===== src/rtl/core/nfb_pkg.sv =====
// Shared constants, types and command format for the nibble framebuffer draw engine.
package nfb_pkg;

    // Screen geometry and store layout
    localparam int SCREEN_WIDTH  = 320;
    localparam int SCREEN_HEIGHT = 240;
    localparam int ROW_BYTES     = (SCREEN_WIDTH + 1) / 2;
    localparam int STORE_DEPTH   = ROW_BYTES * SCREEN_HEIGHT;

    localparam int ADDR_W = (STORE_DEPTH > 1) ? $clog2(STORE_DEPTH) : 1;
    localparam int X_W    = (SCREEN_WIDTH > 1) ? $clog2(SCREEN_WIDTH) : 1;
    localparam int Y_W    = (SCREEN_HEIGHT > 1) ? $clog2(SCREEN_HEIGHT) : 1;
    localparam int B_W    = (ROW_BYTES > 1) ? $clog2(ROW_BYTES) : 1;

    // Field widths
    localparam int ACT_W   = 3;
    localparam int COORD_W = 16;
    localparam int WIDE_W  = COORD_W + 1;
    localparam int COLOR_W = 4;
    localparam int THICK_W = 8;
    localparam int BYTE_W  = 2 * COLOR_W;

    // Command queue between front and back
    localparam int QUEUE_DEPTH = 4;
    localparam int QPTR_W      = $clog2(QUEUE_DEPTH);

    typedef enum logic [ACT_W-1:0] {
        ACT_PUT   = 3'd0,
        ACT_GET   = 3'd1,
        ACT_HLINE = 3'd2,
        ACT_VLINE = 3'd3,
        ACT_BOX   = 3'd4,
        ACT_CLEAR = 3'd5
    } t_action;

    typedef enum logic [1:0] {
        KIND_FILL  = 2'd0,
        KIND_GET   = 2'd1,
        KIND_CLEAR = 2'd2,
        KIND_NONE  = 2'd3
    } t_kind;

    // One rectangle job, already clipped to the screen
    typedef struct packed {
        t_kind              kind;
        logic               draw;
        logic               clip;
        logic               last;
        logic [COLOR_W-1:0] color;
        logic [X_W-1:0]     xa;
        logic [X_W-1:0]     xe;
        logic [Y_W-1:0]     ya;
        logic [Y_W-1:0]     ye;
    } t_cmd;

    // Byte column that holds pixel x
    function automatic logic [B_W-1:0] byte_col(input logic [X_W-1:0] x);
        logic [X_W-1:0] half;
        half = x >> 1;
        return B_W'(half);
    endfunction

endpackage


===== src/rtl/core/nfb_queue.sv =====
// Short command queue between the front classifier and the back pixel walker.
module nfb_queue import nfb_pkg::*; (
    input  logic i_clk,
    input  logic i_rst_n,
    input  logic i_push,
    input  t_cmd i_cmd,
    output logic o_full,
    input  logic i_pop,
    output t_cmd o_cmd,
    output logic o_empty
);

    t_cmd              r_slot [QUEUE_DEPTH];
    logic [QPTR_W-1:0] r_wr_ptr, n_wr_ptr;
    logic [QPTR_W-1:0] r_rd_ptr, n_rd_ptr;
    logic [QPTR_W:0]   r_count, n_count;
    logic              push_ok;
    logic              pop_ok;

    assign o_full  = (r_count == (QPTR_W + 1)'(QUEUE_DEPTH));
    assign o_empty = (r_count == '0);
    assign o_cmd   = r_slot[r_rd_ptr];
    assign push_ok = i_push && !o_full;
    assign pop_ok  = i_pop && !o_empty;

    // Advance pointers and count
    always_comb begin
        n_wr_ptr = push_ok ? r_wr_ptr + 1'b1 : r_wr_ptr;
        n_rd_ptr = pop_ok ? r_rd_ptr + 1'b1 : r_rd_ptr;
        n_count  = r_count;
        if (push_ok && !pop_ok) begin
            n_count = r_count + 1'b1;
        end else if (pop_ok && !push_ok) begin
            n_count = r_count - 1'b1;
        end
    end

    always_ff @(posedge i_clk) begin
        if (!i_rst_n) begin
            r_wr_ptr <= '0;
            r_rd_ptr <= '0;
            r_count  <= '0;
        end else begin
            r_wr_ptr <= n_wr_ptr;
            r_rd_ptr <= n_rd_ptr;
            r_count  <= n_count;
        end
    end

    // Store pushed word
    always_ff @(posedge i_clk) begin
        if (push_ok) begin
            r_slot[r_wr_ptr] <= i_cmd;
        end
    end

endmodule


===== config.mk =====
export PLATFORM = sky130hd
export DESIGN_NAME = nfb_queue
export DESIGN_NICKNAME = d
export VERILOG_FILES = /design/src/rtl/core/nfb_pkg.sv /design/src/rtl/core/nfb_queue.sv
export SDC_FILE = /design/constraint.sdc
export NUM_CORES = 1
export LEC_CHECK = 0
export BUFFER_PORTS_ARGS = -buffer_cell sky130_fd_sc_hd__buf_2
export CAP_MARGIN = 15
export CORE_MARGIN = 3
export CORE_UTILIZATION = 40
export CTS_BUF_LIST = sky130_fd_sc_hd__clkbuf_16
export DETAILED_ROUTE_END_ITERATION = 7
export GPL_TIMING_DRIVEN = 0
export PLACE_DENSITY = 0.63
export SYNTH_ARGS = -nofsm -noshare
export SYNTH_HDL_FRONTEND = slang
export SYNTH_SLANG_ARGS = --single-unit

===== constraint.sdc =====
create_clock -name i_clk -period 6.4 [get_ports i_clk]
set_input_delay 0.64 -clock i_clk [delete_from_list [all_inputs] [get_ports i_clk]]
set_output_delay 0.64 -clock i_clk [all_outputs]
set_load 0.01 [all_outputs]

==> flow_metrics.env, run 1 <==
export IMPL_powerDensity_nw_per_um2=403
export IMPL_place_port_buffers=90
export IMPL_cp_end_kind="primary output"
export IMPL_ys_top_cells_by_count="172 x edfxtp_1, 40 x mux4_2, 9 x dfxtp_1"
export IMPL_wirelength_um=11600
export IMPL_max_stage_delay_ns=0.37
export IMPL_dieArea_sq_um=18500
export IMPL_start_kind="flop"
export IMPL_finalCritPeriodShare_pct=40.3
export IMPL_seq_area_sq_um=5350
export IMPL_worstPathCellList="clkbuf_1 > buf_2 > mux4_2 > buf_2"
export IMPL_antenna_found_initial=1
export IMPL_drv_slew=0
export IMPL_wire_per_inst_um=18.8
export IMPL_crit_slowest_cell="buf_2"
export IMPL_grt_use_total_pct=13.2
export IMPL_crit_fanout=10
export IMPL_yosysTopAreaCellShare_pct=76.5
export IMPL_rows=46
export IMPL_clockBufferDepth=2
export IMPL_ys_seq_elements=181
export IMPL_cts_resized_gates=0
export IMPL_final_hold_violation_count=0
export IMPL_slew_headroom_pct=69.9
export IMPL_yosysSeqAreaShare_pct=79.2
export IMPL_drv_cap=0
export IMPL_post_cts_buffers=0
export IMPL_p_leak_nw=2.77
export IMPL_hold_ws_ns=0.428
export IMPL_ios=92
export IMPL_yosys_top_cells_area="edfxtp_1 77%, mux4_2 13%, dfxtp_1 2.7%, buf_12 1.2%, mux4_1 1.2%"
export IMPL_gp_congestion=0.677
export IMPL_max_freq_ghz=0.388
export IMPL_syn2layout_area_growth_pct=20.6
export IMPL_critPathMostFrequentCell="buf_2"
export IMPL_grt_max_degree=31
export IMPL_cp_required_ns=5.76
export IMPL_initial_core_util_pct=41.7
export IMPL_grt_pass1_vias=3227
export IMPL_multiInputGateArea_sq_um=1270
export IMPL_ant_nets=0
export IMPL_cts_tree="done"
export IMPL_overflow=0
export IMPL_hold_path_depth=1
export IMPL_firstDrtPassIters=4
export IMPL_critPathArrivalTime_ns=1.94
export IMPL_async_reset_ff_share_pct=0
export IMPL_vias_per_cell=4.99
export IMPL_core_area_sq_um=16200
export IMPL_clock_root_buffer="clkbuf_16"
export IMPL_worstMarginPinSlew_ns=0.451
export IMPL_finalNetCount=439
export IMPL_setup_tns_ns=0
export IMPL_vias=3067
export IMPL_cts_max_level=4
export IMPL_chipWidth_um=136
export IMPL_setup_viol=0
export IMPL_antennaDiodeCount=0
export IMPL_synth_edf_count=172
export IMPL_clkLatencyLatePin_ns=0.43
export IMPL_outcome="complete, no violations"
export IMPL_synth_top_area_cell="edfxtp_1"
export IMPL_postSynthAreaPerCell_sq_um=24.7
export IMPL_syn_nets=326
export IMPL_synth_cell_types=24
export IMPL_cts_buffers=17
export IMPL_yosys_warnings=0
export IMPL_cts_sinks=181
export IMPL_grt_pass1_wl_um=17800
export IMPL_drive_gt1_share_pct=44.9
export IMPL_die_y_um=136
export IMPL_ir_drop_v=0.000209
export IMPL_netlist_area_sq_um=6750
export IMPL_hp_class="in -> reg"
export IMPL_hpwl_um=7120
export IMPL_syn_inst=273
export IMPL_path_clk_slew_ns=0.06
export IMPL_drt_iter0_drc=166
export IMPL_worstSetupPathType="reg -> out"
export IMPL_rsz0062_at_grt="no"
export IMPL_fillCellCount=1316
export IMPL_holdBufCountCts=0
export IMPL_drc=0
export IMPL_yosysMostFrequentCell="edfxtp_1"
export IMPL_layout_min_cycle_time_ns=2.58
export IMPL_r2r_cells=9
export IMPL_synth_ff_type="edfxtp_1"
export IMPL_clock_skew_ns=0.0125
final cells by class:
type,count,area share (%)
clock inverter,15,1.92
multi-input combinational,77,15.6
timing repair buffer,94,6.52
clock buffer,17,5.23
buffer,12,1.60
inverter,3,0.138
tap,216,3.32
sequential,181,65.7
per-layer routing:
metal  up-vias  GRT usage [%]  wire, um
li1       1373              -         -
met1      1593           17.0      4950
met2        83           20.9      5750
met3        16           4.55       706
met4         2           5.15       172
met5         -              0         7
cells by family (layout without fill, tap and decap cells):
logic type,after synthesis,count (layout),share of synthesized area (%)
flops,181,181,79.2
mux,46,46,15.0
simple gates,17,17,1.50
buf+inv,15,141,2.09
fa+ha+maj,6,6,1.22
compound gates,4,4,0.501
xor+xnor,4,4,0.519
state kept, by name, indices dropped and copies added, names as in the netlist, named ones only:
register and cells:
r_wr_ptr 2, r_count 3, r_rd_ptr 2, r_slot 172
worst max-delay path, delay by kind of cell, from the launching register on:
family	cells	cell delay, ns
buf+inv	3	0.85
flops	1	0.30
mux	1	0.36
power breakdown:
group / total [W] / switching (W) / internal, W
Combinational: 0.000792 / 0.000386 / 0.000406
Sequential: 0.00148 / 0.0000392 / 0.00144
Clock: 0.00101 / 0.000432 / 0.000579
Total: 0.00328 / 0.000857 / 0.00242
through the flow:
stage               power (W)  area (sq um)  setup slack, ns  std cells  utilization [%]
detailed placement    0.00232          7550             4.03        583             46.7
finish                0.00328          8140             3.82        615             50.3
CTS                   0.00333          8140             3.71        615             50.3
global route          0.00343          8140             3.67        615             50.3
global placement      0.00229          7470             3.07        579             46.2
floorplan             0.00203          6750             4.03        273                -
cells in the final DEF, fill, tap and decap left out, types with 2 or more instances in the layout:
master / n
xnor2_1: 3
mux4_1: 3
clkbuf_1: 2
buf_12: 8
and2_2: 4
nor2b_1: 2
inv_6: 4
dfxtp_1: 9
nand2_1: 4
ha_1: 5
clkbuf_16: 17
edfxtp_1: 172
inv_1: 6
mux4_2: 40
bufinv_16: 2
buf_2: 94
clkinv_4: 3
and2_1: 4
buf_6: 2
mux2i_1: 3
path summary, 6_finish.rpt:
| kind | from | to | slack [ns] |
|---|---|---|---|
| worst min register to register | r_wr_ptr[1]$_SDFFE_PN0P_ | r_wr_ptr[1]$_SDFFE_PN0P_ | 0.51 |
| worst min-delay path | i_cmd[1] | r_slot[0][1]$_DFFE_PP_ | 0.43 |
| worst max register to register | r_count[0]$_SDFFE_PN0P_ | r_count[2]$_SDFFE_PN0P_ | 4.20 |
| worst max-delay path | flop | o_cmd[10] | 3.82 |
No activity file was read; power rests on OpenSTA's default activity.
==> run 2: changes to the inputs <==
- PLACE_DENSITY: 0.63 -> 0.65
- clock period: 6.4 -> 2.3 ns (I/O delays scaled with it)
==> flow_metrics.env, run 2 (synthesis results as in run 1) <==
export IMPL_cp_required_ns=2.64
export IMPL_hp_class="in -> reg"
export IMPL_ir_drop_v=0.000546
export IMPL_critPathBufInv=2
export IMPL_grt_pass1_wl_um=18200
export IMPL_worstMarginPinSlew_ns=0.751
export IMPL_clock_root_buffer="clkbuf_16"
export IMPL_fillCellCount=1332
export IMPL_cp_endpoint="r_count[2]$_SDFFE_PN0P_"
export IMPL_ios=92
export IMPL_largestRegisters="r_slot: 172 flops, r_count: 3 flops"
export IMPL_clkLatencyLatePin_ns=0.41
export IMPL_cts_tree="done"
export IMPL_finalNetCount=439
export IMPL_drv_slew=0
export IMPL_worstPathCellList="nor3b_2 > nor2b_1 > buf_6 > ha_1 > inv_1 > fa_1 > xor2_1 > or3_1 > a21boi_1"
export IMPL_start_kind="flop"
export IMPL_hold_ws_ns=0.0242
export IMPL_clock_skew_ns=0.00881
export IMPL_setup_viol=0
export IMPL_hpwl_um=7340
export IMPL_path_clk_slew_ns=0.06
export IMPL_cts_buffers=17
export IMPL_dp_cells=583
export IMPL_overflow=0
export IMPL_final_cell_mix="172 x edfxtp_1, 94 x buf_2, 40 x mux4_2, 17 x clkbuf_16, 8 x buf_12"
export IMPL_grt_max_degree=32
export IMPL_critPathLaunch="r_count[2]$_SDFFE_PN0P_"
export IMPL_chipWidth_um=136
export IMPL_ant_nets=0
export IMPL_firstDrtPassIters=7
export IMPL_drv_cap=0
export IMPL_largest_register_ffs=172
export IMPL_r2r_cells=9
export IMPL_rows=46
export IMPL_drive_gt1_share_pct=44.6
export IMPL_largest_register="r_slot"
export IMPL_vias=3032
export IMPL_grt_pass1_vias=3388
export IMPL_dieArea_sq_um=18500
export IMPL_place_port_buffers=90
export IMPL_final_common_cell="edfxtp_1"
export IMPL_antenna_found_initial=1
export IMPL_seq_area_sq_um=5350
export IMPL_layout_min_cycle_time_ns=2.14
export IMPL_vias_per_cell=4.93
export IMPL_r2r_start="r_count[2]$_SDFFE_PN0P_"
export IMPL_crit_slowest_cell="fa_1"
export IMPL_outcome="complete, no violations"
export IMPL_max_freq_ghz=0.468
export IMPL_instances_no_fill=615
export IMPL_antennaDiodeCount=0
export IMPL_gp_congestion=0.681
export IMPL_path_depth=9
export IMPL_cts_max_level=4
export IMPL_finalCritPeriodShare_pct=93.0
export IMPL_rsz0062_at_grt="no"
export IMPL_drc=0
export IMPL_r2r_end="r_count[2]$_SDFFE_PN0P_"
export IMPL_multiInputGateArea_sq_um=1270
export IMPL_worstSetupPathType="reg -> reg"
export IMPL_holdBufCountCts=0
export IMPL_cts_sinks=181
export IMPL_powerDensity_nw_per_um2=1130
export IMPL_crit_fanout=7
export IMPL_syn2layout_area_growth_pct=20.9
export IMPL_max_stage_delay_ns=0.38
export IMPL_core_area_sq_um=16200
export IMPL_wirelength_um=11600
export IMPL_final_hold_violation_count=0
export IMPL_drt_iter0_drc=199
export IMPL_clockBufferDepth=2
export IMPL_cp_top_family="simple AND/OR/NAND/NOR gates"
export IMPL_p_leak_nw=2.79
export IMPL_die_y_um=136
export IMPL_slew_headroom_pct=49.9
export IMPL_cp_end_kind="flop"
export IMPL_wire_per_inst_um=18.8
export IMPL_timing_reg2reg_setup_slack_ns=0.16
export IMPL_grt_use_total_pct=13.5
export IMPL_initial_core_util_pct=41.7
export IMPL_critPathArrivalTime_ns=2.48
## run 2: changes by cell type in the layout (fill, tap and decap cells not counted)
cell and change:
a21boi_1 +1, dfxtp_2 +3, bufinv_16 +2, inv_1 +1, inv_6 -4, inv_8 -1, clkinv_1 +3, a21boi_0 -1
clkinv_4 -1, dfxtp_1 -3
## run 2: layout make-up
class,count,share of cell area (%)
plain buffers,12,1.59
clock buffers,17,5.21
clock inverters,15,2.16
inverters,3,0.138
multi-input cells,77,15.5
flip-flops and latches,181,65.5
well taps,216,3.31
repair buffers,94,6.50
## run 2: worst reg2reg max path: stages, from the launching register on
cell and delay [ns]:
dfxtp_2 0.34, nor3b_2 0.16, nor2b_1 0.15, buf_6 0.14, ha_1 0.19, inv_1 0.06, fa_1 0.38, xor2_1 0.16
or3_1 0.31, a21boi_1 0.16
## run 2: repair_timing
action                                  CTS  global route
endpoints found under the setup margin    0             1
hold endpoints to repair                  0             0
setup buffers                             0             0
gates resized for setup                   0             4
## run 2: power breakdown
group	total [W]	switching [W]	internal (W)
clock network	0.00290	0.00111	0.00179
registers	0.00412	0.000109	0.00401
logic	0.00219	0.00106	0.00113
## run 2: through the flow
step                      setup slack, ns  power [W]  TNS (ns)  utilization, %  instance area, sq um
after global placement             -0.906    0.00638   -154.30            46.2                  7470
after global routing              0.00771    0.00965         0            50.5                  8160
after detailed placement           0.0252    0.00645         0            46.7                  7550
after floorplan                    0.0206    0.00566         0               -                  6750
after CTS                         0.00813    0.00936         0            50.4                  8160
final                               0.162    0.00921         0            50.5                  8160
## run 2: worst min path at each step
stage	from	endpoint	slack, ns	cells after the start
6_report	i_cmd[13]	r_slot[0][13]$_DFFE_PP_	0.02	1
2_1_floorplan	i_cmd[0]	r_slot[0][0]$_DFFE_PP_	0.33	0
4_1_cts	i_cmd[21]	r_slot[2][21]$_DFFE_PP_	0.001	1
3_5_place_dp	i_cmd[0]	r_slot[1][0]$_DFFE_PP_	0.45	1
3_3_place_gp	i_cmd[15]	r_slot[0][15]$_DFFE_PP_	0.44	1
5_1_grt	i_cmd[21]	r_slot[2][21]$_DFFE_PP_	0.006	1
## run 2: layer usage
metal / vias to the layer above / track usage, % / part of all wire, %
li1: 1372 / - / -
met1: 1562 / 17.1 / 44
met2: 77 / 22.0 / 50
met3: 19 / 4.07 / 4.6
met4: 2 / 5.43 / 1.8
met5: - / 0 / 0.11
