<file path="src/rtl/core/nfb_pkg.sv">
// Shared constants, types and command format for the nibble framebuffer draw engine.
package nfb_pkg;

    // Screen geometry and store layout
    localparam int SCREEN_WIDTH  = 320;
    localparam int SCREEN_HEIGHT = 240;
    localparam int ROW_BYTES     = (SCREEN_WIDTH + 1) / 2;
    localparam int STORE_DEPTH   = ROW_BYTES * SCREEN_HEIGHT;

    localparam int ADDR_W = (STORE_DEPTH > 1) ? $clog2(STORE_DEPTH) : 1;
    localparam int X_W    = (SCREEN_WIDTH > 1) ? $clog2(SCREEN_WIDTH) : 1;
    localparam int Y_W    = (SCREEN_HEIGHT > 1) ? $clog2(SCREEN_HEIGHT) : 1;
    localparam int B_W    = (ROW_BYTES > 1) ? $clog2(ROW_BYTES) : 1;

    // Field widths
    localparam int ACT_W   = 3;
    localparam int COORD_W = 16;
    localparam int WIDE_W  = COORD_W + 1;
    localparam int COLOR_W = 4;
    localparam int THICK_W = 8;
    localparam int BYTE_W  = 2 * COLOR_W;

    // Command queue between front and back
    localparam int QUEUE_DEPTH = 4;
    localparam int QPTR_W      = $clog2(QUEUE_DEPTH);

    typedef enum logic [ACT_W-1:0] {
        ACT_PUT   = 3'd0,
        ACT_GET   = 3'd1,
        ACT_HLINE = 3'd2,
        ACT_VLINE = 3'd3,
        ACT_BOX   = 3'd4,
        ACT_CLEAR = 3'd5
    } t_action;

    typedef enum logic [1:0] {
        KIND_FILL  = 2'd0,
        KIND_GET   = 2'd1,
        KIND_CLEAR = 2'd2,
        KIND_NONE  = 2'd3
    } t_kind;

    // One rectangle job, already clipped to the screen
    typedef struct packed {
        t_kind              kind;
        logic               draw;
        logic               clip;
        logic               last;
        logic [COLOR_W-1:0] color;
        logic [X_W-1:0]     xa;
        logic [X_W-1:0]     xe;
        logic [Y_W-1:0]     ya;
        logic [Y_W-1:0]     ye;
    } t_cmd;

    // Byte column that holds pixel x
    function automatic logic [B_W-1:0] byte_col(input logic [X_W-1:0] x);
        logic [X_W-1:0] half;
        half = x >> 1;
        return B_W'(half);
    endfunction

endpackage

</file>
<file path="src/rtl/core/nfb_front.sv">
// Front end: accepts draw words and splits them into clipped rectangle commands.
module nfb_front import nfb_pkg::*; (
    input  logic               i_clk,
    input  logic               i_rst_n,
    input  logic               i_valid,
    output logic               o_stall,
    input  logic [ACT_W-1:0]   i_action,
    input  logic [COORD_W-1:0] i_x_start,
    input  logic [COORD_W-1:0] i_y_start,
    input  logic [COORD_W-1:0] i_x_end,
    input  logic [COORD_W-1:0] i_y_end,
    input  logic [COLOR_W-1:0] i_color,
    input  logic [THICK_W-1:0] i_thickness,
    input  logic               i_init,
    input  logic               i_full,
    output logic               o_push,
    output t_cmd               o_cmd
);

    // Box edges in issue order
    localparam logic [1:0] PART_TOP    = 2'd0;
    localparam logic [1:0] PART_BOTTOM = 2'd1;
    localparam logic [1:0] PART_LEFT   = 2'd2;
    localparam logic [1:0] PART_RIGHT  = 2'd3;

    logic               r_busy, n_busy;
    logic [1:0]         r_part, n_part;
    t_action            r_action;
    logic [COORD_W-1:0] r_xs, r_ys, r_xe, r_ye;
    logic [COLOR_W-1:0] r_color;
    logic [THICK_W-1:0] r_thick;

    logic [WIDE_W-1:0]  xs_w, ys_w, xe_w, ye_w, t_w, tm1_w;
    logic [WIDE_W-1:0]  xa, xb, ya, yb;
    logic               no_width;
    logic               empty;
    logic               off;
    logic               last;
    logic               push_ok;
    logic               done;
    logic               accept;

    assign xs_w  = WIDE_W'(r_xs);
    assign ys_w  = WIDE_W'(r_ys);
    assign xe_w  = WIDE_W'(r_xe);
    assign ye_w  = WIDE_W'(r_ye);
    assign t_w   = WIDE_W'(r_thick);
    assign tm1_w = t_w - 1'b1;

    // Select the rectangle of the current part
    always_comb begin
        xa       = xs_w;
        xb       = xs_w;
        ya       = ys_w;
        yb       = ys_w;
        no_width = (r_thick == '0);
        unique case (r_part)
            PART_TOP: begin
                xb = xe_w;
                yb = ys_w + tm1_w;
            end
            PART_BOTTOM: begin
                xb = xe_w;
                ya = ye_w;
                yb = ye_w + tm1_w;
            end
            PART_LEFT: begin
                xb = xs_w + tm1_w;
                yb = ye_w;
            end
            PART_RIGHT: begin
                xa = xe_w;
                xb = xe_w + tm1_w;
                yb = ye_w + t_w;
            end
            default: begin
            end
        endcase
        // A single pixel ignores thickness
        if (r_action == ACT_PUT || r_action == ACT_GET) begin
            xa       = xs_w;
            xb       = xs_w;
            ya       = ys_w;
            yb       = ys_w;
            no_width = 1'b0;
        end
    end

    // Classify and clip
    always_comb begin
        empty = no_width || (xa > xb) || (ya > yb);
        off   = (xa >= WIDE_W'(SCREEN_WIDTH)) || (ya >= WIDE_W'(SCREEN_HEIGHT));
        last  = (r_action != ACT_BOX) || (r_part == PART_RIGHT);

        o_cmd.color = r_color;
        o_cmd.last  = last;
        o_cmd.draw  = !empty && !off;
        o_cmd.clip  = !empty && ((xb >= WIDE_W'(SCREEN_WIDTH))
                                 || (yb >= WIDE_W'(SCREEN_HEIGHT)));
        o_cmd.xa    = X_W'(xa);
        o_cmd.ya    = Y_W'(ya);
        o_cmd.xe    = (xb >= WIDE_W'(SCREEN_WIDTH)) ? X_W'(SCREEN_WIDTH - 1) : X_W'(xb);
        o_cmd.ye    = (yb >= WIDE_W'(SCREEN_HEIGHT)) ? Y_W'(SCREEN_HEIGHT - 1) : Y_W'(yb);

        unique case (r_action)
            ACT_PUT, ACT_HLINE, ACT_VLINE, ACT_BOX: o_cmd.kind = KIND_FILL;
            ACT_GET:   o_cmd.kind = KIND_GET;
            ACT_CLEAR: o_cmd.kind = KIND_CLEAR;
            default:   o_cmd.kind = KIND_NONE;
        endcase
        if (o_cmd.kind == KIND_CLEAR || o_cmd.kind == KIND_NONE) begin
            o_cmd.draw = 1'b0;
            o_cmd.clip = 1'b0;
        end
    end

    // Handshake: take a new word as the last command of the old one leaves
    assign o_push  = r_busy;
    assign push_ok = r_busy && !i_full;
    assign done    = push_ok && last;
    assign o_stall = i_init || (r_busy && !done);
    assign accept  = i_valid && !o_stall;

    always_comb begin
        n_busy = r_busy;
        n_part = r_part;
        if (push_ok) begin
            n_part = r_part + 1'b1;
        end
        if (done) begin
            n_busy = 1'b0;
        end
        if (accept) begin
            n_busy = 1'b1;
            n_part = (t_action'(i_action) == ACT_VLINE) ? PART_LEFT : PART_TOP;
        end
    end

    always_ff @(posedge i_clk) begin
        if (!i_rst_n) begin
            r_busy <= 1'b0;
            r_part <= PART_TOP;
        end else begin
            r_busy <= n_busy;
            r_part <= n_part;
        end
    end

    // Hold the accepted word
    always_ff @(posedge i_clk) begin
        if (accept) begin
            r_action <= t_action'(i_action);
            r_xs     <= i_x_start;
            r_ys     <= i_y_start;
            r_xe     <= i_x_end;
            r_ye     <= i_y_end;
            r_color  <= i_color;
            r_thick  <= i_thickness;
        end
    end

endmodule

</file>
<file path="config.mk">
export PLATFORM = sky130hd
export DESIGN_NAME = nfb_front
export DESIGN_NICKNAME = d
export VERILOG_FILES = /design/src/rtl/core/nfb_pkg.sv /design/src/rtl/core/nfb_front.sv
export SDC_FILE = /design/constraint.sdc
export NUM_CORES = 1
export LEC_CHECK = 0
export ABC_AREA = 1
export BUFFER_PORTS_ARGS = -buffer_cell sky130_fd_sc_hd__buf_2
export CAP_MARGIN = 30
export CORE_MARGIN = 4
export CORE_UTILIZATION = 40
export DETAILED_ROUTE_END_ITERATION = 10
export HOLD_SLACK_MARGIN = 0.12
export PLACE_DENSITY = 0.71
export SYNTH_ARGS = -nofsm -noshare
export SYNTH_HDL_FRONTEND = slang
export SYNTH_SLANG_ARGS = --single-unit
</file>
<file path="constraint.sdc">
create_clock -name i_clk -period 4.15 [get_ports i_clk]
set_input_delay 0.6225 -clock i_clk [delete_from_list [all_inputs] [get_ports i_clk]]
set_output_delay 0.6225 -clock i_clk [all_outputs]
set_load 0.1 [all_outputs]
</file>
==> reports/qor.yml, run 1 <==
reg2reg_from: "r_part[0]$_SDFFE_PN0P_"
status: "finished, violations left"
slew_viol_final: 0
place_ws_ns: -1.064
worst_pin_slew_ns: 0.8336
start_kind: "register"
r2r-end: "r_ye[14]$_DFFE_PP_"
cap_violations: 0
fin_tns_setup_ns: -9.513
ant_nets: 0
drt_first_pass_iters: 7
crit_end: "o_cmd[39]"
rows: 52
grt_pass1_vias: 8556
synthDistinctLibCells: 50
num-fill-cells: 1770
clk_path_buf_depth: 2
die_w_um: 152.5
worst_slack_ns: -0.9964
ir_worst_vdd_v: 0.0001857
wl_per_cell_um: 14.96
period_needed_ns: 5.146
place.gp.congestion: 0.9783
vias_per_cell: 5.064
die-area_mm2: 0.02325
clk_latency_ns: 0.36
drtIter0Drc: 736
setup_viol: 19
clock_sinks: 82
post-route-period-util_pct: 124.0
synth_cells: 1202
wl_mm: 27.04
crit_type: "register to primary output"
power_mw: 3.037
die_h_um: 152.5
async_flop_share_pct: 0
synth_seq_cells: 82
core-area_mm2: 0.02036
startpoint: "r_thick[4]$_DFFE_PP_"
numCtsBuffers: 9
synth-edff-count: 79
cts.clk_slew.worst_paths_ns: 0.07
area_growth_pct: 46.90
root_buffer: "clkbuf_16"
gr-total-overflow: 0
p_leak_nw: 6.112
finClkSkew_ns: 0.008849
rsz0062_at_grt: "yes"
syn-num-nets: 1377
synth_seq_area_share_pct: 29.13
grt_max_degree: 47
setup.worst_path.end_class: "primary output"
antenna_found_initial: 0
hpwl_mm: 20.84
initial_utilization_pct: 41.01
io_pins: 129
cts_tree: "done"
arrival_ns: 4.52
crit_fanout: 6
reg2reg_depth: 9
netlist_area_mm2: 0.008351
powerDensity_mw_per_mm2: 247.5
drive_gt1_share_pct: 35.81
htreeDepth: 3
failed_checks: "negative setup slack"
nNetsFinal: 1706
route.detailed.drc: 0
ys.flop_type: "edfxtp_1"
max_freq_mhz: 194.3
io_buffers: 128
worst_hold_slack_ns: 0.4349
avgSynthCellArea_um2: 6.947
vias: 9150
grt_use_total_pct: 22.00
slew_headroom_pct: 44.36
yosysWarnings: 0
hold_viol: 0
regToRegSetupSlack_ns: 1.42
hold_class: "primary input to register"
postCtsHoldBufs: 0
grt_pass1_wl_mm: 41.80
critical_path_required_ns: 3.53
cells in the mapped netlist (all sizes together), types with 3 or more instances:
cell,number,area [µm²]
buf,17,110.1
o21bai,5,37.54
or2,22,137.6
ha,88,1101
nor2,83,355.3
dfxtp,3,60.06
nand4,14,87.58
mux2i,11,110.1
nor3,9,50.05
nand3,99,518.0
edfxtp,79,2372
nand3b,10,75.07
nand2,388,1521
xor2,10,87.58
o211ai,3,22.52
o21ai,68,344.1
a21oi,75,390.4
fa,3,60.06
xnor2,6,52.55
inv,184,695.7
and2,5,31.28
clkbuf,7,36.28
layout make-up:
cell class | count | area (µm²) | share of cell area, %
multi-input combinational | 912 | 5892 | 48.03
timing repair buffer | 342 | 2621 | 21.37
sequential | 82 | 2432 | 19.83
inverter | 184 | 701.9 | 5.722
tap | 270 | 337.8 | 2.754
clock buffer | 10 | 229.0 | 1.867
clock inverter | 6 | 50.05 | 0.4080
antenna | 1 | 2.502 | 0.02040
cell usage in the layout (no fill, tap or decap), types with 6 or more instances in the layout:
cell	n
or2_2	15
nand3b_1	10
a21oi_2	20
nand4_1	14
buf_4	203
buf_12	24
edfxtp_1	79
mux2i_1	11
nor2_4	10
nor2_1	62
nand2_2	42
nand3_1	84
xor2_1	6
nand2_1	337
inv_1	164
nand3_2	6
nor2_2	10
ha_4	23
buf_2	109
clkbuf_16	9
ha_1	63
inv_2	16
nand3_4	9
nand2_4	9
o21ai_0	51
o21ai_1	13
a21oi_1	54
kinds of logic (layout without fill, tap and decap cells):
group | Yosys count | in the layout | share of synthesized area (%)
AOI/OAI and AO/OA | 161 | 161 | 10.40
adders and majority gates | 91 | 91 | 13.90
muxes | 11 | 11 | 1.319
and+or+nand+nor | 633 | 633 | 33.49
buffers and inverters | 208 | 542 | 10.08
other | 0 | 1 | 0
xor gates and xnor gates | 16 | 16 | 1.678
DFF | 82 | 82 | 29.13
worst min path at each step:
stage / start / to / cells past startpoint
5_1_grt: i_y_end[2] / r_ye[2]$_DFFE_PP_ / 1
3_5_place_dp: o_push$_SDFFE_PN0P_ / r_part[0]$_SDFFE_PN0P_ / 5
3_3_place_gp: o_push$_SDFFE_PN0P_ / r_part[0]$_SDFFE_PN0P_ / 5
2_1_floorplan: r_part[0]$_SDFFE_PN0P_ / r_part[0]$_SDFFE_PN0P_ / 3
4_1_cts: i_y_start[15] / r_ys[15]$_DFFE_PP_ / 1
6_report: i_y_start[15] / r_ys[15]$_DFFE_PP_ / 1
critical path, stage by stage (launching register included):
cell	delay, ns
edfxtp_1	0.45
inv_2	0.09
nand2_1	0.08
nor3_2	0.21
inv_1	0.09
nor2_4	0.15
inv_2	0.08
nor2_4	0.13
buf_12	0.15
buf_6	0.11
ha_4	0.13
buf_4	0.12
inv_2	0.05
nor3_4	0.22
and2_4	0.17
nand2_2	0.05
nand3_1	0.08
nand3_1	0.08
nand2_1	0.06
nand3_1	0.09
and2_4	0.16
ha_4	0.26
nand3_1	0.08
or4_4	0.54
nand3_4	0.09
nand3b_1	0.12
nor2_4	0.13
buf_12	0.18
power by group:
part | internal (mW) | switching, mW
clock | 0.415 | 0.388
sequential | 0.952 | 0.0279
combinational | 0.515 | 0.738
total | 1.88 | 1.15
metrics by stage:
step / std cells / cell area [µm²] / utilization [%]
floorplan: 1202 / 8407 / -
global route: 1806 / 12260 / 60.22
global placement: 1762 / 10940 / 53.73
detailed placement: 1762 / 10940 / 53.73
finish: 1807 / 12270 / 60.24
CTS: 1790 / 11580 / 56.89
flip-flops by register name, summed over array words and instances, names as in the netlist:
register  flops
r_action      3
r_thick       8
r_xe         16
r_color       4
r_xs         16
o_push        1
r_ys         16
r_part        2
r_ye         16
what timing repair did:
item	4_1_cts	5_1_grt
pin swaps	38	55
cloned	0	0
setup endpoints to repair	19	19
setup buffers	12	17
gates resized for setup	71	112
per-layer routing:
metal / vias up / part of all wire, % / routed length (µm) / global-route usage (%)
met1: 4157 / 45 / 12070 / 29.92
met2: 325 / 47 / 12680 / 36.41
met3: 59 / 5.9 / 1599 / 3.067
met4: 0 / 2.5 / 680 / 6.873
li1: 4609 / - / - / -
met5: - / 0 / 0 / 0
(Power assumes the default switching activity.)
==> run 2: changes to the inputs <==
- ABC_AREA: 1 -> unset
- GPL_TIMING_DRIVEN: unset -> 0
- SKIP_LAST_GASP: unset -> 1
==> run 2 against run 1 <==
Against the previous run:
- the run still ends with negative setup slack left
- clock power rose by 2%
- global-route usage is 1.5 points higher
- via count shrank 19%
- hold slack lost 0.0063 ns
- sequential power increased by 0.4%
- largest cell class unchanged
==> reports/qor.yml, run 2 <==
synth_cells: 824
dp.cells: 1188
synth.most_common_cell: "ha_1"
vias_per_cell: 6.039
yosys.area_share.adder_pct: 15.14
grtUsageMet3_pct: 3.383
hold_viol: 0
place.gp.congestion: 0.9976
htreeDepth: 3
hpwl_mm: 19.62
use_met1_pct: 30.10
crit_chain: "ha_2 -> clkbuf_8 -> buf_8 -> mux2_2 -> ha_1 -> a21o_1 -> a2111oi_2 -> a211oi_1 -> a211oi_1 -> mux2i_1 -> or3_1 -> ha_1 -> nand4_1 -> a21oi_1 -> o31a_1 -> o21ai_0 -> a21oi_1 -> a21o_1 -> a31oi_4 -> buf_12"
antenna_found_initial: 0
crit_type: "register to primary output"
seqPwrFrac_pct: 37.3
synthDistinctLibCells: 81
numCtsBuffers: 9
final_cell_mix: "buf_2, edfxtp_1, ha_1, nor2_1, a21oi_1"
clk_path_buf_depth: 2
synth_top_area_share_pct: 30.93
powerDensity_mw_per_mm2: 261.0
fin_tns_setup_ns: -25.91
cts_tree: "done"
setup_viol: 19
grt_pass1_vias: 7418
met2_usage_pct: 41.00
period_needed_ns: 6.192
vias: 7452
yosysWarnings: 0
clk_latency_ns: 0.36
grt_pass1_wl_mm: 40.16
synth_top_cell_by_area: "edfxtp_1"
rows: 50
p_leak_nw: 4.258
max_freq_mhz: 161.5
io_pins: 129
slew_viol_final: 0
grt_max_degree: 42
status: "finished, violations left"
route.detailed.drc: 0
critical-path-slowest-cell: "a2111oi_2"
slew_headroom_pct: 43.78
ys.flop_type: "edfxtp_1"
p_switching_uw: 953.3
synth_compound_area_share_pct: 22.32
failed_checks: "negative setup slack"
final_common_cell: "buf_2"
grt_busiest_layer: "met2"
synthTopCellsByArea: "edfxtp_1, ha_1, mux2_2"
crit_fanout: 10
synth_seq_area_share_pct: 31.71
drt_first_pass_iters: 7
diodes: 0
power_mw: 2.639
nNetsFinal: 1170
synth_simple_gate_area_share_pct: 18.04
synth_xor_area_share_pct: 3.654
final_core_util_pct: 53.87
core-area_mm2: 0.01877
die_h_um: 146.5
cts.clk_slew.worst_paths_ns: 0.07
postCtsHoldBufs: 0
place_ws_ns: -2.452
arrival_ns: 5.57
clock_sinks: 82
gr-total-overflow: 0
combPwrFrac_pct: 31.6
critical_path_required_ns: 3.53
worst_pin_slew_ns: 0.8402
avgSynthCellArea_um2: 9.308
wl_mm: 25.61
synth_common_cells: "ha_1, edfxtp_1, nor2_1"
max_stage_delay_ns: 0.46
synth-edff-count: 79
drtIter0Drc: 443
stdcell_count: 1234
setup.worst_path.end_class: "primary output"
post-route-period-util_pct: 149.2
drive_gt1_share_pct: 32.80
ant_nets: 0
p_sw_share_pct: 36.13
hold_class: "primary input to register"
synthMuxAreaShare_pct: 5.840
finClkSkew_ns: 0.004960
netlist_area_mm2: 0.007670
start_kind: "register"
grt_use_total_pct: 23.51
die-area_mm2: 0.02145
initial_utilization_pct: 40.87
rsz0062_at_grt: "yes"
synth_top_family_by_area: "compound AO/OA/AOI/OAI gates"
area_growth_pct: 31.83
cap_violations: 0
syn-num-nets: 999
ir_worst_vdd_v: 0.0002347
wl_per_cell_um: 20.75
worst_slack_ns: -2.042
async_flop_share_pct: 0
cellInternalPower_mw: 1.685
num-fill-cells: 1683
root_buffer: "clkbuf_16"
die_w_um: 146.5
io_buffers: 128
synth_seq_cells: 82
clkPwrFrac_pct: 31.1
[run 2: cell count changes in the layout (fill, tap and decap cells not counted), sizes merged, moves of 12 or more]
cell | previous run | this run
a211oi | 2 | 22
or3 | 0 | 14
o21a | 0 | 16
nand3 | 99 | 21
a21oi | 75 | 63
clkbuf | 10 | 30
o21ai | 68 | 42
buf | 342 | 168
nand2 | 388 | 61
nor2b | 0 | 13
or2 | 22 | 9
a21o | 2 | 24
inv | 186 | 31
mux2 | 0 | 30
[run 2: logic make-up after synthesis]
logic type | count (synthesis)
AND/OR/NAND/NOR | 275
AO/OA/AOI/OAI | 248
adder cells (fa/ha/maj) | 91
flip-flops | 82
buffers and inverters | 55
multiplexers | 41
XOR/XNOR | 32
[run 2: worst max-delay path, delay by kind of cell, from the launching register on]
| kind | cells | cell delay (ns) |
|---|---|---|
| compound gates | 10 | 2.38 |
| fa+ha+maj | 3 | 0.89 |
| buf+inv | 3 | 0.50 |
| flops | 1 | 0.37 |
| mux | 2 | 0.51 |
| simple gates | 2 | 0.53 |
[run 2: layout make-up]
| type | count | area [µm²] | share of cell area, % |
|---|---|---|---|
| Multi-Input combinational cell | 688 | 5565 | 55.04 |
| Tap cell | 234 | 292.8 | 2.896 |
| Clock buffer | 9 | 225.2 | 2.227 |
| Timing Repair Buffer | 159 | 1191 | 11.78 |
| Inverter | 25 | 101.3 | 1.002 |
| Sequential cell | 82 | 2434 | 24.07 |
| Buffer | 30 | 235.2 | 2.326 |
| Clock inverter | 7 | 66.31 | 0.6559 |
[run 2: routing by layer]
metal	share of wire (%)	vias up
met2	49	289
met4	3.1	0
li1	-	3534
met3	5.8	60
met5	0	-
met1	42	3569
[run 2: final timing paths]
kind                               start             endpoint  slack (ns)  cells after the start
setup reg to reg  r_part[0]$_SDFFE_PN0P_    r_xs[6]$_DFFE_PP_        1.43                      9
hold reg to reg      o_push$_SDFFE_PN0P_  o_push$_SDFFE_PN0P_        0.51                      2
hold / removal              i_y_start[9]    r_ys[9]$_DFFE_PP_        0.43                      1
setup / recovery  r_part[1]$_SDFFE_PN0P_            o_cmd[39]       -2.04                     20
[run 2: through the flow]
| stage | hold WS (ns) | cell area (µm²) |
|---|---|---|
| 3_3_place_gp | 0.4842 | 8915 |
| 3_5_place_dp | 0.4967 | 8952 |
| 5_1_grt | 0.4224 | 10110 |
| 4_1_cts | 0.4191 | 9879 |
| 2_1_floorplan | 0.6745 | 7981 |
| 6_report | 0.4286 | 10110 |
[run 2: what timing repair did]
| action | CTS | global route |
|---|---|---|
| hold endpoints to repair | 0 | 0 |
| endpoints found under the setup margin | 26 | 23 |
| buffers inserted | 25 | 4 |
| gates resized for setup | 93 | 64 |
| pin swaps | 23 | 7 |
| cloned | 1 | 0 |
[run 2: power by group through the flow]
| stage | Clock (mW) | Sequential [mW] | Combinational, mW |
|---|---|---|---|
| after floorplan | 0 | 1.01 | 0.560 |
| after CTS | 0.839 | 0.982 | 0.813 |
| final | 0.820 | 0.984 | 0.835 |
| after detailed placement | 0 | 1.00 | 0.765 |
| after global placement | 0 | 1.00 | 0.754 |
| after global routing | 0.874 | 0.987 | 0.902 |
==> run 3: changes to the inputs <==
- ABC_AREA: unset -> 1
==> run 3 against run 2 <==
Against the previous run:
- the run still ends with negative setup slack left
- hold slack gained 0.012 ns
- clock power grew 7.9%
- utilization grew 2.9 points
- register-to-register slack gained 0.23 ns
- global-route usage shrank 0.93 points
- non-clock buffer count grew 43
- critical path depth grew 9
- critical path type unchanged
- critical endpoint unchanged
==> reports/qor.yml, run 3 (synthesis results as in run 1) <==
drt_first_pass_iters: 5
final_common_cell: "nand2_1"
dp.cells: 1601
r2r-end: "r_ye[15]$_DFFE_PP_"
rows: 52
wl_per_cell_um: 16.78
wl_mm: 28.47
vias: 8962
die-area_mm2: 0.02325
gr-total-overflow: 0
final_cell_mix: "nand2_1, inv_1, buf_2, nand3_1, edfxtp_1"
hold_viol: 0
finClkSkew_ns: 0.004098
failed_checks: "negative setup slack"
initial_utilization_pct: 41.01
io_buffers: 128
fin_area_mm2: 0.01157
htreeDepth: 3
clk_path_buf_depth: 2
hold_depth: 1
ir_worst_vdd_v: 0.0001740
start_kind: "register"
die_h_um: 152.5
final_core_util_pct: 56.80
clk_latency_ns: 0.35
place.gp.congestion: 0.9313
worst_pin_slew_ns: 0.6789
placed_area_mm2: 0.009415
p_leak_nw: 5.608
nNetsFinal: 1597
grt_max_degree: 50
fin_tns_setup_ns: -7.275
slew_viol_final: 0
powerDensity_mw_per_mm2: 259.1
worst_slack_ns: -1.065
cts_tree: "done"
core-area_mm2: 0.02036
antenna_found_initial: 0
numCtsBuffers: 9
critical_path_required_ns: 3.53
power_mw: 2.997
min_to: "r_xe[3]$_DFFE_PP_"
cts.clk_slew.worst_paths_ns: 0.07
root_buffer: "clkbuf_16"
holdCritStartpoint: "i_x_end[3]"
die_w_um: 152.5
drtIter0Drc: 770
ant_nets: 0
drive_gt1_share_pct: 32.94
period_needed_ns: 5.215
max_stage_delay_ns: 0.61
crit_fanout: 7
vias_per_cell: 5.281
reg2reg_depth: 11
setup_viol: 19
area_growth_pct: 38.51
reg2reg_from: "r_part[0]$_SDFFE_PN0P_"
arrival_ns: 4.59
grt_use_total_pct: 22.57
crit_type: "register to primary output"
place_ws_ns: -1.610
hpwl_mm: 20.35
max_freq_mhz: 191.7
setup.worst_path.end_class: "primary output"
critical-path-slowest-cell: "or4_4"
stdcell_count: 1697
grt_pass1_wl_mm: 42.50
clock_sinks: 82
regToRegSetupSlack_ns: 1.66
cap_violations: 0
hold_class: "primary input to register"
rsz0062_at_grt: "yes"
post-route-period-util_pct: 125.7
status: "finished, violations left"
worst_hold_slack_ns: 0.4404
grt_pass1_vias: 8272
route.detailed.drc: 0
diodes: 0
io_pins: 129
slew_headroom_pct: 54.74
-- run 3: metal layers --
| layer | track usage [%] | share of wire (%) |
|---|---|---|
| met1 | 31.49 | 45 |
| met2 | 35.25 | 45 |
| met3 | 3.777 | 6.7 |
| met4 | 8.528 | 3.4 |
| met5 | 0 | 0 |
-- run 3: worst max-delay path by stage --
| stage | start | end |
|---|---|---|
| after floorplan | r_thick[0]$_DFFE_PP_ | o_cmd[39] |
| after global placement | r_part[0]$_SDFFE_PN0P_ | o_cmd[39] |
| after CTS | r_thick[0]$_DFFE_PP_ | o_cmd[39] |
| after detailed placement | r_part[0]$_SDFFE_PN0P_ | o_cmd[39] |
| after global routing | r_thick[3]$_DFFE_PP_ | o_cmd[39] |
| final | r_thick[5]$_DFFE_PP_ | o_cmd[39] |
-- run 3: worst max-delay path: cells and delay by family (launching register included) --
kind | cells | cell delay (ns)
AO/OA/AOI/OAI | 1 | 0.15
flip-flops | 1 | 0.44
buffers and inverters | 7 | 0.73
adder cells (fa/ha/maj) | 2 | 0.48
AND/OR/NAND/NOR | 19 | 2.41
-- run 3: cell type report --
| cell class | count | area, µm² |
|---|---|---|
| flip-flops and latches | 82 | 2435 |
| clock buffers | 10 | 229.0 |
| plain buffers | 24 | 207.7 |
| fillers | 1797 | 8798 |
| inverters | 184 | 708.2 |
| well taps | 270 | 337.8 |
| repair buffers | 208 | 1546 |
| clock inverters | 6 | 90.09 |
| multi-input cells | 913 | 6012 |
-- run 3: what timing repair did --
| item | CTS | global route |
|---|---|---|
| gates cloned | 1 | 0 |
| pin swaps | 45 | 58 |
| hold endpoints to repair | 0 | 0 |
| setup endpoints to repair | 19 | 19 |
| hold buffers | 0 | 0 |
| setup buffers | 49 | 34 |
| resized for setup | 194 | 109 |
-- run 3: power by group --
part / switching (mW) / internal [mW]
Clock: 0.354 / 0.531
Combinational: 0.720 / 0.408
Sequential: 0.0315 / 0.953
Total: 1.11 / 1.89
